### config.mk
export PLATFORM = sky130hd
export DESIGN_NAME = rshn_ctrl
export DESIGN_NICKNAME = d
export VERILOG_FILES = /design/src/rtl/rshn_pkg.sv /design/src/rtl/rshn_ctrl.sv
export SDC_FILE = /design/constraint.sdc
export NUM_CORES = 1
export LEC_CHECK = 0
export ABC_CLOCK_PERIOD_IN_PS = 4100
export BUFFER_PORTS_ARGS = -buffer_cell sky130_fd_sc_hd__buf_2
export CORE_MARGIN = 2
export CORE_UTILIZATION = 35
export CTS_CLUSTER_DIAMETER = 80
export CTS_CLUSTER_SIZE = 16
export DETAILED_ROUTE_END_ITERATION = 8
export PLACE_DENSITY = 0.64
export SLEW_MARGIN = 5
export SYNTH_ARGS = -nofsm -noshare
export SYNTH_HDL_FRONTEND = slang
export SYNTH_SLANG_ARGS = --single-unit
### constraint.sdc
create_clock -name clk -period 4.1 [get_ports clk]
set_input_delay 0.41 -clock clk [delete_from_list [all_inputs] [get_ports clk]]
set_output_delay 0.41 -clock clk [all_outputs]
set_load 0.05 [all_outputs]
### src/rtl/rshn_pkg.sv
`timescale 1ns / 1ps

package rshn_pkg;

    // Field widths of the words on the channels.
    localparam int COORD_W = 40;
    localparam int RAD_W   = 39;
    localparam int DIST_W  = 39;
    localparam int IDX_W   = 4;
    localparam int NEAR_W  = 17;

    localparam int RSHN_MAX_SPHERES = 16;

    localparam logic [NEAR_W-1:0] NEAR_RESET = NEAR_W'(7);
    localparam logic [DIST_W-1:0] FAR_RESET  = {DIST_W{1'b1}};

    // Configuration port.
    localparam int   ADDR_W   = 4;
    localparam int   APB_W    = 64;
    localparam logic REG_NEAR = 1'b0;
    localparam logic REG_FAR  = 1'b1;

    // Datapath widths.
    localparam int OC_W   = 41;
    localparam int A_W    = 80;
    localparam int B_W    = 83;
    localparam int C_W    = 84;
    localparam int D_W    = 163;
    localparam int SQ_W   = 162;
    localparam int S_W    = 81;
    localparam int SR_W   = 84;
    localparam int OPND_W = 88;
    localparam int SMALL_OPND_W = 48;
    localparam int PROD_W = 176;
    localparam int NUM_W  = 85;
    localparam int MAG_W  = 84;
    localparam int FRAC_W = 16;
    localparam int QT_W   = 41;
    localparam int REM_W  = 81;
    localparam int T_W    = 40;
    localparam int CNT_W  = 7;

    localparam int SMALL_STEPS = 6;
    localparam int LARGE_STEPS = 11;
    localparam int SQRT_STEPS  = 81;
    localparam int DIV_STEPS   = 41;

    localparam logic signed [T_W-1:0] T_MIN = {1'b1, {(T_W-1){1'b0}}};
    localparam logic signed [T_W-1:0] T_MAX = {1'b0, {(T_W-1){1'b1}}};

    typedef enum logic [3:0] {
        ST_IDLE,
        ST_MLOAD,
        ST_MRUN,
        ST_MACC,
        ST_CHECK,
        ST_SQRT,
        ST_DLOAD,
        ST_DIV,
        ST_DEND,
        ST_DTEST,
        ST_FIN
    } state_t;

    // Products in the order they are formed.
    typedef enum logic [3:0] {
        MOP_AX,
        MOP_AY,
        MOP_AZ,
        MOP_BX,
        MOP_BY,
        MOP_BZ,
        MOP_CX,
        MOP_CY,
        MOP_CZ,
        MOP_R,
        MOP_BB,
        MOP_AC
    } mop_t;

    typedef struct packed {
        logic capture;
        logic mul_load;
        logic mul_step;
        logic mul_acc;
        mop_t mop;
        logic sqrt_init;
        logic sqrt_step;
        logic div_load;
        logic div_step;
        logic div_end;
        logic root_far;
        logic finish;
        logic hit_ok;
    } cmd_t;

    typedef struct packed {
        logic a_zero;
        logic disc_neg;
        logic t_pos;
        logic last;
        logic out_free;
    } sts_t;

endpackage

### src/rtl/rshn_ctrl.sv
`timescale 1ns / 1ps

module rshn_ctrl
    import rshn_pkg::*;
(
    input  logic clk,
    input  logic rst_n,
    input  logic in_valid,
    output logic in_ready,
    input  sts_t sts,
    output cmd_t cmd
);

    state_t            state_reg, state_next;
    logic [CNT_W-1:0]  cnt_reg, cnt_next;
    mop_t              mop_reg, mop_next;
    logic              sel_reg, sel_next;
    logic              hit_ok_reg, hit_ok_next;

    always_ff @(posedge clk or negedge rst_n)
    begin
        if (!rst_n)
        begin
            state_reg  <= ST_IDLE;
            cnt_reg    <= '0;
            mop_reg    <= MOP_AX;
            sel_reg    <= 1'b0;
            hit_ok_reg <= 1'b0;
        end
        else
        begin
            state_reg  <= state_next;
            cnt_reg    <= cnt_next;
            mop_reg    <= mop_next;
            sel_reg    <= sel_next;
            hit_ok_reg <= hit_ok_next;
        end
    end

    always_comb
    begin
        state_next   = state_reg;
        cnt_next     = cnt_reg;
        mop_next     = mop_reg;
        sel_next     = sel_reg;
        hit_ok_next  = hit_ok_reg;
        in_ready     = 1'b0;
        cmd          = '0;
        cmd.mop      = mop_reg;
        cmd.root_far = sel_reg;
        cmd.hit_ok   = hit_ok_reg;
        unique case (state_reg)
            ST_IDLE:
            begin
                in_ready = 1'b1;
                if (in_valid)
                begin
                    cmd.capture = 1'b1;
                    mop_next    = MOP_AX;
                    sel_next    = 1'b0;
                    state_next  = ST_MLOAD;
                end
            end
            ST_MLOAD:
            begin
                cmd.mul_load = 1'b1;
                if (mop_reg == MOP_BB || mop_reg == MOP_AC)
                    cnt_next = CNT_W'(LARGE_STEPS - 1);
                else
                    cnt_next = CNT_W'(SMALL_STEPS - 1);
                state_next = ST_MRUN;
            end
            ST_MRUN:
            begin
                cmd.mul_step = 1'b1;
                if (cnt_reg == '0)
                    state_next = ST_MACC;
                else
                    cnt_next = cnt_reg - 1'b1;
            end
            ST_MACC:
            begin
                cmd.mul_acc = 1'b1;
                if (mop_reg == MOP_AC)
                    state_next = ST_CHECK;
                else
                begin
                    mop_next   = mop_t'(4'(mop_reg + 4'd1));
                    state_next = ST_MLOAD;
                end
            end
            ST_CHECK:
            begin
                if (sts.a_zero || sts.disc_neg)
                begin
                    hit_ok_next = 1'b0;
                    state_next  = ST_FIN;
                end
                else
                begin
                    cmd.sqrt_init = 1'b1;
                    cnt_next      = CNT_W'(SQRT_STEPS - 1);
                    state_next    = ST_SQRT;
                end
            end
            ST_SQRT:
            begin
                cmd.sqrt_step = 1'b1;
                if (cnt_reg == '0)
                    state_next = ST_DLOAD;
                else
                    cnt_next = cnt_reg - 1'b1;
            end
            ST_DLOAD:
            begin
                cmd.div_load = 1'b1;
                cnt_next     = CNT_W'(DIV_STEPS - 1);
                state_next   = ST_DIV;
            end
            ST_DIV:
            begin
                cmd.div_step = 1'b1;
                if (cnt_reg == '0)
                    state_next = ST_DEND;
                else
                    cnt_next = cnt_reg - 1'b1;
            end
            ST_DEND:
            begin
                cmd.div_end = 1'b1;
                state_next  = ST_DTEST;
            end
            ST_DTEST:
            begin
                if (!sel_reg && !sts.t_pos)
                begin
                    sel_next   = 1'b1;
                    state_next = ST_DLOAD;
                end
                else
                begin
                    hit_ok_next = 1'b1;
                    state_next  = ST_FIN;
                end
            end
            ST_FIN:
            begin
                if (!sts.last || sts.out_free)
                begin
                    cmd.finish = 1'b1;
                    state_next = ST_IDLE;
                end
            end
            default:
            begin
                state_next = ST_IDLE;
            end
        endcase
    end

endmodule

* Word-level counts from Yosys, hierarchy flattened
Cells that the tools add are included.
** Word-level totals
- Register bits :: 17
- Input port bits :: 8
- Word-level logic and storage cells :: 85
** Cells by class
- $add $sub $neg :: 2
- Equal/unequal tests :: 23
- Mux-type cells :: 36
- Reduce and logical (&&, ||, !) cells :: 19
** Operators by type and width (number)
- case mux 4 bit (11 select lines) :: 1
- two-way mux 4 bit :: 10
- case mux 7 bit (4 select lines) :: 1
- != test 2 bit, second input constant :: 11
- == test 4 bit, second input constant :: 5
- two-way mux 1 bit :: 18
- == test 4 x 3 -> 1 bit, second input constant :: 4
- two-way mux 7 bit :: 2
- AND reduction 3 bit :: 4
- == test 4 x 2 -> 1 bit, second input constant :: 2
- case mux 4 bit (2 select lines) :: 1
- logical NOT 7 bit :: 1
- subtractor 7 x 1 -> 7 bit, second input constant :: 1
- nonzero test 2 bit :: 3
- AND reduction 5 bit :: 1
- adder 4 x 1 -> 4 bit, second input constant :: 1
- == test 4 x 1 -> 1 bit, second input constant :: 1
- logical NOT 4 bit :: 1
- case mux 1 bit (2 select lines) :: 2
- nonzero test 4 bit :: 1
- logical NOT 1 bit :: 3
- logical OR 1 bit :: 3
- two-way mux 3 bit :: 1
- OR reduction 3 bit :: 1
- logical AND 1 bit :: 1

* Logic depth before layout (Yosys ltp)
Gate-level depths: netlist of the first run.
- Depth after elaboration :: 4
- Mapped depth :: 6
- Depth with buffers taken out :: 6

* Worst setup path before layout of the first run
OpenSTA, ideal clock, no wires.
- Path type :: reg2out
- Start :: register state_reg[3]
- End :: output port cmd[15] in the netlist's numbering
- Arrival time :: 2272 ps
- Data required time :: 3690 ps
- Setup slack :: 1418 ps
- Stages on the path, launching flop included :: 4
- Cells stage by stage :: dfrtp_1 nor4_2 and2_1 clkbuf_1
** RTL lines
- start: declaration :: line rshn_ctrl.sv:14 : state_t state_reg, state_next;
- start signal: assignment :: line rshn_ctrl.sv:32 : state_reg <= state_next;
- end: declaration :: line rshn_ctrl.sv:11 : output cmd_t cmd

==> impl_metrics.tcl, run 1 <==
set metrics [dict create \
    antenna_found_initial 0 \
    p_int_w 0.000665 \
    ant_nets 0 \
    p_clk_frac 0.091 \
    path_delay_family "flip-flops" \
    firstDrtPassIters 4 \
    ys.warnings.count 0 \
    synth_edf_count 0 \
    synthArstFlopShare 1.00 \
    cts_num_sinks 17 \
    outcome "finished clean" \
    r2r_cells 4 \
    seq_area_frac_synth 0.313 \
    p_sw_w 0.000768 \
    viasPerCell 5.66 \
    detail_route.iter0.violations 63 \
    syn_nets 162 \
    power_frac_comb 0.653 \
    wire_per_inst_um 15.1 \
    synth-compound-area-share 0.302 \
    placed_cell_area_um2 1490 \
    final.setup.tns_ns 0 \
    synthXorXnorAreaFrac 0.0193 \
    synthDistinctLibCells 57 \
    fmax_mhz 406 \
    syn-instance-count 150 \
    grt_setup_unrepaired "no" \
    arrival_ns 2.05 \
    globalRouteTotalUtil 0.162 \
    required_ns 3.69 \
    hold_buffers 0 \
    dr_total_vias 1229 \
    die_w_um 66.3 \
    synth_top_family_by_area "compound AO/OA/AOI/OAI gates" \
    path_class "reg -> out" \
    cp_cell_sequence "or4b_4, nor3_2, buf_2" \
    synth_area_per_cell_um2 9.07 \
    slowest_stage "dfrtp_1" \
    fin_area_um2 1540 \
    p_leak_nw 0.670 \
    tightest_slew_ns 0.630 \
    synth_flop_cell "dfrtp_1" \
    maxSlewViolCount 0 \
    synth-simple-area-share 0.247 \
    dp_hpwl_mm 2.48 \
    diodes 0 \
    boundaryPins 25 \
    synthAdderAreaFrac 0.0368 \
    swShare 0.536 \
    slew_headroom 0.580 \
    grt_max_degree 23 \
    reg2reg_slack_ns 2.14 \
    start_util 0.369 \
    cp.depth 3 \
    post_cts_buffers 0 \
    critPathBufInv 1 \
    netlist_area_um2 1360 \
    grt_pass1_wl_mm 5.43 \
    final_layout_size_suffix_gt1_frac 0.231 \
    p_per_area_nw_per_um2 933 \
    final_nets 182 \
    crit_end "cmd[7]" \
    drv_cap 0 \
    wl_mm 3.28 \
    syn_to_final_growth_pct 12.9 \
    gr-total-overflow 0 \
    synth.area.mux_share 0.0230 \
    worst_setup_path_start_kind "flop" \
    cp-startpoint "state_reg[2]" \
    largest_register_ffs 7 \
    grt_pass1_vias 1105 \
    ctsResizeCount 0 \
    ys_seq_elements 17 \
    power.share.sequential 0.256 \
    finalSetupViolations 0 \
    cts_buffer_depth 2 \
    path_max_fanout 22 \
    fin_crit_ns 2.46 \
    final_common_cell "buf_2" \
    tritoncts "done" \
    period_share 0.601 \
    core_area_um2 3690 \
    gp_congestion 0.880 \
    final_cell_mix "24 x buf_2, 17 x dfrtp_1, 16 x nor2_1" \
    htreeDepth 1 \
    ir_drop_mv 0.533 \
    cts_buffers 3 \
    ctsRootBufferMaster "clkbuf_8" \
    clk_latency_ns 0.26 \
    dieArea_um2 4400 \
    row_count 22 \
    port-buffer-count 24 \
    clk_pin_slew_ns 0.07 \
    drc 0 \
    fp.dieH_um 66.3 \
    crit_path_end_kind "output pin" \
    regToRegStartpoint "state_reg[2]" \
    fin_skew_ns 0.00399 \
    hp-class "in -> async" \
    finalHoldViolCount 0 \
    reg2reg_to "state_reg[3]" \
    max_stage_delay_ns 0.75 \
]
-- cell families after synthesis --
logic type / after synthesis
AOI/OAI and AO/OA: 49
xor gates and xnor gates: 3
muxes: 3
buffers and inverters: 16
and+or+nand+nor: 58
adders and majority gates: 4
DFF: 17
-- synthesized netlist by cell type (2+ instances only) --
master,n,area share
a211oi_2,2,0.018
a21oi_1,5,0.018
a221o_1,2,0.015
a22o_1,3,0.019
a2bb2oi_1,3,0.019
a2bb2oi_2,2,0.022
a32o_1,3,0.022
buf_2,4,0.015
buf_4,2,0.011
clkbuf_1,2,0.0055
dfrtp_1,17,0.31
ha_1,4,0.037
inv_1,7,0.019
mux2i_1,2,0.015
nand2_1,7,0.019
nand2b_1,4,0.018
nand3_1,3,0.011
nor2_1,16,0.044
nor2b_1,6,0.028
nor3_1,5,0.018
o21ai_0,7,0.026
o21bai_1,2,0.011
o2bb2ai_1,4,0.026
o31ai_1,2,0.011
or2_1,2,0.0092
or3_1,2,0.0092
xor2_1,2,0.013
-- power by group through the flow --
stage                     combinational [W]  sequential (W)  clock, W
after floorplan                    0.000758        0.000367         0
after global placement             0.000924        0.000362         0
after detailed placement           0.000933        0.000368         0
after CTS                          0.000936        0.000364  0.000135
after global routing                0.00102        0.000382  0.000148
final                              0.000935        0.000367  0.000131
-- worst min-delay path by stage --
stage / start / end / slack (ns) / depth (start not counted)
3_3_place_gp: rst_n / mop_reg[2] / 0.36 / 1
6_report: rst_n / sel_reg / 0.08 / 1
3_5_place_dp: rst_n / sel_reg / 0.37 / 1
2_1_floorplan: rst_n / cnt_reg[0] / 0.11 / 0
5_1_grt: rst_n / mop_reg[2] / 0.09 / 1
4_1_cts: rst_n / sel_reg / 0.09 / 1
-- routing by layer --
layer / global-route usage / vias to the layer above / routed length [µm]
met3: 0.0358 / 2 / 188
met2: 0.254 / 36 / 1540
met4: 0.0383 / 0 / 29
met5: 0 / - / 0
met1: 0.225 / 592 / 1520
li1: - / 599 / -
-- worst reg2reg max path, delay by kind of cell, from the launching register on --
family	cells	cell delay, ns
AOI/OAI and AO/OA	3	0.69
DFF	1	0.61
and+or+nand+nor	1	0.54
-- final cells by class --
| cell class | count | area (µm²) |
|---|---|---|
| clock buffer | 3 | 41.3 |
| clock inverter | 1 | 7.51 |
| fill | 388 | 2150 |
| inverter | 7 | 26.3 |
| multi-input combinational | 117 | 855 |
| sequential | 17 | 425 |
| tap | 48 | 60.1 |
| timing repair buffer | 24 | 120 |
-- per-stage QoR --
step	worst slack [ns]	cells	hold slack (ns)	total power, W	utilization
after floorplan	1.42	150	0.114	0.00112	-
after global placement	1.97	213	0.361	0.00129	0.403
after detailed placement	1.94	213	0.368	0.00130	0.403
after CTS	1.65	217	0.0882	0.00144	0.416
after global routing	1.53	217	0.0884	0.00155	0.416
final	1.64	217	0.0765	0.00143	0.416
(Power assumes the default switching activity.)
==> inputs of run 2 (changes only) <==
--- a/config.mk
+++ b/config.mk
@@ -5,7 +5,7 @@
 export SDC_FILE = /design/constraint.sdc
 export NUM_CORES = 1
 export LEC_CHECK = 0
-export ABC_CLOCK_PERIOD_IN_PS = 4100
+export ABC_CLOCK_PERIOD_IN_PS = 2300
 export BUFFER_PORTS_ARGS = -buffer_cell sky130_fd_sc_hd__buf_2
 export CORE_MARGIN = 2
 export CORE_UTILIZATION = 35
==> constraint.sdc (replaced) <==
create_clock -name clk -period 2.3 [get_ports clk]
set_input_delay 0.23 -clock clk [delete_from_list [all_inputs] [get_ports clk]]
set_output_delay 0.23 -clock clk [all_outputs]
set_load 0.05 [all_outputs]
==> run 2 against run 1 <==
Net effect: power increased by 82%; sequential cell count unchanged; design area grew 2.0%; count of clock-buffer cells in the layout increased by 1; clock skew is 0.0027 ns lower; core utilization is 0.81 points higher; first-iteration DRC count rose by 13%; cell count is 1.4% higher; clock power up 85%.
==> impl_metrics.tcl, run 2 (synthesized netlist as in run 1, its figures left out) <==
set metrics [dict create \
    fin_area_um2 1570 \
    outcome "finished clean" \
    final_layout_size_suffix_gt1_frac 0.233 \
    finalSetupViolations 0 \
    tightest_slew_ns 0.613 \
    die_w_um 66.3 \
    p_total_w 0.00261 \
    slew_headroom 0.592 \
    gp_congestion 0.857 \
    p_leak_nw 0.687 \
    post_cts_buffers 0 \
    fp.dieH_um 66.3 \
    final_util 0.424 \
    hold_buffers 1 \
    period_share 0.943 \
    diodes 0 \
    path_max_fanout 19 \
    clk_pin_slew_ns 0.07 \
    dieArea_um2 4400 \
    ant_nets 0 \
    n_fill_cell 386 \
    grt_max_degree 20 \
    wire_per_inst_um 15.7 \
    grt_pass1_vias 1262 \
    tritoncts "done" \
    globalRouteTotalUtil 0.174 \
    largest_register_ffs 7 \
    detail_route.iter0.violations 71 \
    syn_to_final_growth_pct 15.1 \
    core_area_um2 3690 \
    worst_setup_path_start_kind "flop" \
    viasPerCell 5.82 \
    final_nets 185 \
    firstDrtPassIters 4 \
    cts_num_sinks 17 \
    boundaryPins 25 \
    gr-total-overflow 0 \
    antenna_found_initial 0 \
    fmax_mhz 461 \
    maxSlewViolCount 0 \
    cts_buffers 3 \
    hp-class "in -> reg" \
    final_cell_mix "24 x buf_2, 17 x dfrtp_1, 16 x nor2_1" \
    clk_latency_ns 0.26 \
    cts_buffer_depth 2 \
    ctsResizeCount 0 \
    arrival_ns 1.94 \
    required_ns 2.07 \
    ctsRootBufferMaster "clkbuf_8" \
    crit_path_end_kind "output pin" \
    drc 0 \
    dp_hpwl_mm 2.59 \
    final.setup.tns_ns 0 \
    wl_mm 3.46 \
    placed_cell_area_um2 1510 \
    fin_crit_ns 2.17 \
    ir_drop_mv 0.958 \
    row_count 22 \
    path_class "reg -> out" \
    fin_skew_ns 0.00130 \
    grt_setup_unrepaired "no" \
    start_util 0.369 \
    port-buffer-count 24 \
    grt_pass1_wl_mm 5.86 \
    dr_total_vias 1280 \
    final_common_cell "buf_2" \
    htreeDepth 1 \
    finalHoldViolCount 0 \
    p_per_area_nw_per_um2 1660 \
    drv_cap 0 \
]
[run 2: report_power, final]
part	switching (W)	total (W)	internal [W]
clock network	0.000119	0.000243	0.000124
logic	0.00106	0.00172	0.000655
registers	0.000218	0.000644	0.000426
total	0.00140	0.00261	0.00120
[run 2: critical path, stage by stage (launching register included)]
cell     delay, ns
dfrtp_1       0.61
or4b_4        0.63
nor3_2        0.15
buf_2         0.29
[run 2: path summary, 6_finish.rpt]
check,endpoint,cells after the start,slack [ns],from
setup / recovery,cmd[7],3,0.13,state_reg[0]
setup reg to reg,cnt_reg[1],4,0.32,state_reg[0]
min in group asynchronous,mop_reg[2],2,0.42,rst_n
hold / removal,sel_reg,2,0.16,in_valid
max in group asynchronous,hit_ok_reg,2,1.59,rst_n
hold reg to reg,hit_ok_reg,1,0.49,hit_ok_reg
[run 2: final cells by class]
| cell class | instances | area, µm² | share of cell area |
|---|---|---|---|
| clock buffers | 4 | 45.0 | 0.0288 |
| inverters | 7 | 26.3 | 0.0168 |
| multi-input cells | 117 | 863 | 0.552 |
| flip-flops and latches | 17 | 425 | 0.272 |
| well taps | 48 | 60.1 | 0.0384 |
| repair buffers | 27 | 145 | 0.0927 |
[run 2: metal layers]
layer	part of all wire	vias up	wire length, µm	track usage
met5	0	-	0	0
met4	0.018	0	63	0.105
met3	0.070	6	241	0.0239
met2	0.47	63	1620	0.263
met1	0.45	600	1540	0.234
li1	-	611	-	-
[run 2: metrics by stage]
step	setup slack [ns]	hold WS [ns]	instances
floorplan	0.0460	-0.0656	150
global placement	0.372	0.181	215
detailed placement	0.355	0.186	215
CTS	0.115	0.154	220
global route	0.0417	0.161	220
finish	0.131	0.158	220
==> inputs of run 3 (changes only) <==
--- a/config.mk
+++ b/config.mk
@@ -5,7 +5,7 @@
 export SDC_FILE = /design/constraint.sdc
 export NUM_CORES = 1
 export LEC_CHECK = 0
-export ABC_CLOCK_PERIOD_IN_PS = 2300
+export ABC_CLOCK_PERIOD_IN_PS = 2200
 export BUFFER_PORTS_ARGS = -buffer_cell sky130_fd_sc_hd__buf_2
 export CORE_MARGIN = 2
 export CORE_UTILIZATION = 35
==> constraint.sdc (replaced) <==
create_clock -name clk -period 2.2 [get_ports clk]
set_input_delay 0.22 -clock clk [delete_from_list [all_inputs] [get_ports clk]]
set_output_delay 0.22 -clock clk [all_outputs]
set_load 0.05 [all_outputs]
==> run 3 against run 2 <==
Net effect: power grew 6.8%; worst hold slack gained 0.0086 ns; die area stayed put; first-iteration DRC count up 9.9%; non-clock buffer count grew 3; routed wire length is 2.9% higher; sequential power increased by 4.5%; critical path depth increased by 1; worst setup slack better by 0.0077 ns; via count decreased by 0.16%; core utilization is 0.98 points higher; critical endpoint is now cmd[15]; largest cell class unchanged.
==> impl_metrics.tcl, run 3 (synthesized netlist as in run 1, its figures left out) <==
set metrics [dict create \
    fp.dieH_um 66.3 \
    core_area_um2 3690 \
    start_util 0.369 \
    required_ns 1.98 \
    p_leak_nw 0.705 \
    tritoncts "done" \
    final_util 0.434 \
    dp_hpwl_mm 2.74 \
    globalRouteTotalUtil 0.180 \
    cts_buffers 3 \
    final_layout_size_suffix_gt1_frac 0.257 \
    viasPerCell 5.73 \
    fin_crit_ns 2.06 \
    ctsRootBufferMaster "clkbuf_8" \
    path_class "reg -> out" \
    final.setup.tns_ns 0 \
    cts_num_sinks 17 \
    wire_per_inst_um 16.0 \
    detail_route.iter0.violations 78 \
    port-buffer-count 24 \
    grt_pass1_vias 1227 \
    ir_drop_mv 1.22 \
    p_per_area_nw_per_um2 1740 \
    tightest_slew_ns 0.536 \
    wl_mm 3.56 \
    gp_congestion 0.968 \
    firstDrtPassIters 4 \
    finalSetupViolations 0 \
    finalHoldViolCount 0 \
    slew_headroom 0.639 \
    fmax_mhz 485 \
    boundaryPins 25 \
    final_cell_mix "23 x buf_2, 16 x nor2_1, 15 x dfrtp_1" \
    clk_latency_ns 0.25 \
    row_count 22 \
    cts_buffer_depth 2 \
    p_total_w 0.00278 \
    final_nets 188 \
    antenna_found_initial 0 \
    maxSlewViolCount 0 \
    grt_pass1_wl_mm 6.09 \
    dieArea_um2 4400 \
    largest_register_ffs 7 \
    grt_setup_unrepaired "no" \
    htreeDepth 1 \
    worst_setup_path_start_kind "flop" \
    die_w_um 66.3 \
    path_max_fanout 9 \
    dr_total_vias 1278 \
    hp-class "in -> reg" \
    gr-total-overflow 0 \
    ant_nets 0 \
    period_share 0.937 \
    syn_to_final_growth_pct 17.8 \
    grt_max_degree 20 \
    diodes 0 \
    arrival_ns 1.84 \
    outcome "finished clean" \
    drv_cap 0 \
    crit_path_end_kind "output pin" \
    clk_pin_slew_ns 0.07 \
    fin_skew_ns 0.00611 \
    final_common_cell "buf_2" \
    drc 0 \
]
-- run 3: cell count changes in the layout (fill, tap and decap cells not counted) --
cell / delta
clkbuf_4: +1
nor4b_2: -1
dfrtp_1: -2
buf_4: +3
nor4b_4: +1
dfrtp_2: +2
buf_2: -1
-- run 3: layout make-up --
type | count | area (µm²)
Multi-Input combinational cell | 117 | 872
Fill cell | 393 | 2090
Tap cell | 48 | 60.1
Clock buffer | 4 | 45.0
Inverter | 7 | 26.3
Sequential cell | 17 | 428
Timing Repair Buffer | 30 | 170
-- run 3: worst paths after layout --
| path | end | slack [ns] | from | depth (start not counted) |
|---|---|---|---|---|
| worst min register to register | hit_ok_reg | 0.49 | hit_ok_reg | 1 |
| worst max register to register | cnt_reg[1] | 0.23 | cnt_reg[0] | 6 |
| min in group asynchronous | hit_ok_reg | 0.42 | rst_n | 2 |
| max in group asynchronous | state_reg[1] | 1.46 | rst_n | 2 |
| worst max-delay path | cmd[15] | 0.14 | state_reg[2] | 4 |
| worst min-delay path | sel_reg | 0.17 | in_valid | 2 |
-- run 3: report_power, final --
part	switching, W	leakage [nW]	internal [W]	total (W)
sequential	0.000222	0.212	0.000451	0.000673
clock	0.000109	0.0228	0.000129	0.000238
combinational	0.00115	0.470	0.000726	0.00187
total	0.00148	0.705	0.00130	0.00278
-- run 3: worst max-delay path, cell delays in order, from the launching register on --
cell and delay, ns:
dfrtp_1 0.49, buf_4 0.21, nor4_4 0.34, and2_1 0.27
clkbuf_4 0.27
-- run 3: stage by stage --
stage / std cells / area (µm²) / hold WS, ns / setup WS, ns
after floorplan: 150 / 1380 / -0.0756 / 0.0664
after global placement: 218 / 1540 / 0.175 / 0.333
after detailed placement: 218 / 1540 / 0.181 / 0.261
after CTS: 223 / 1600 / 0.163 / 0.00758
after global routing: 223 / 1600 / 0.171 / 0.0190
final: 223 / 1600 / 0.167 / 0.138
-- run 3: timing repair --
action                                  in CTS  in global routing
endpoints found under the setup margin       0                  2
hold endpoints to repair                    17                  0
resized for setup                            0                  3
hold buffers                                 1                  0
buffers inserted                             0                  0
-- run 3: layer usage --
layer  up-vias  wire, µm  GRT usage
li1        614         -          -
met1       615      1630      0.231
met2        45      1700      0.299
met3         4       190     0.0409
met4         0        38     0.0510
met5         -         0          0
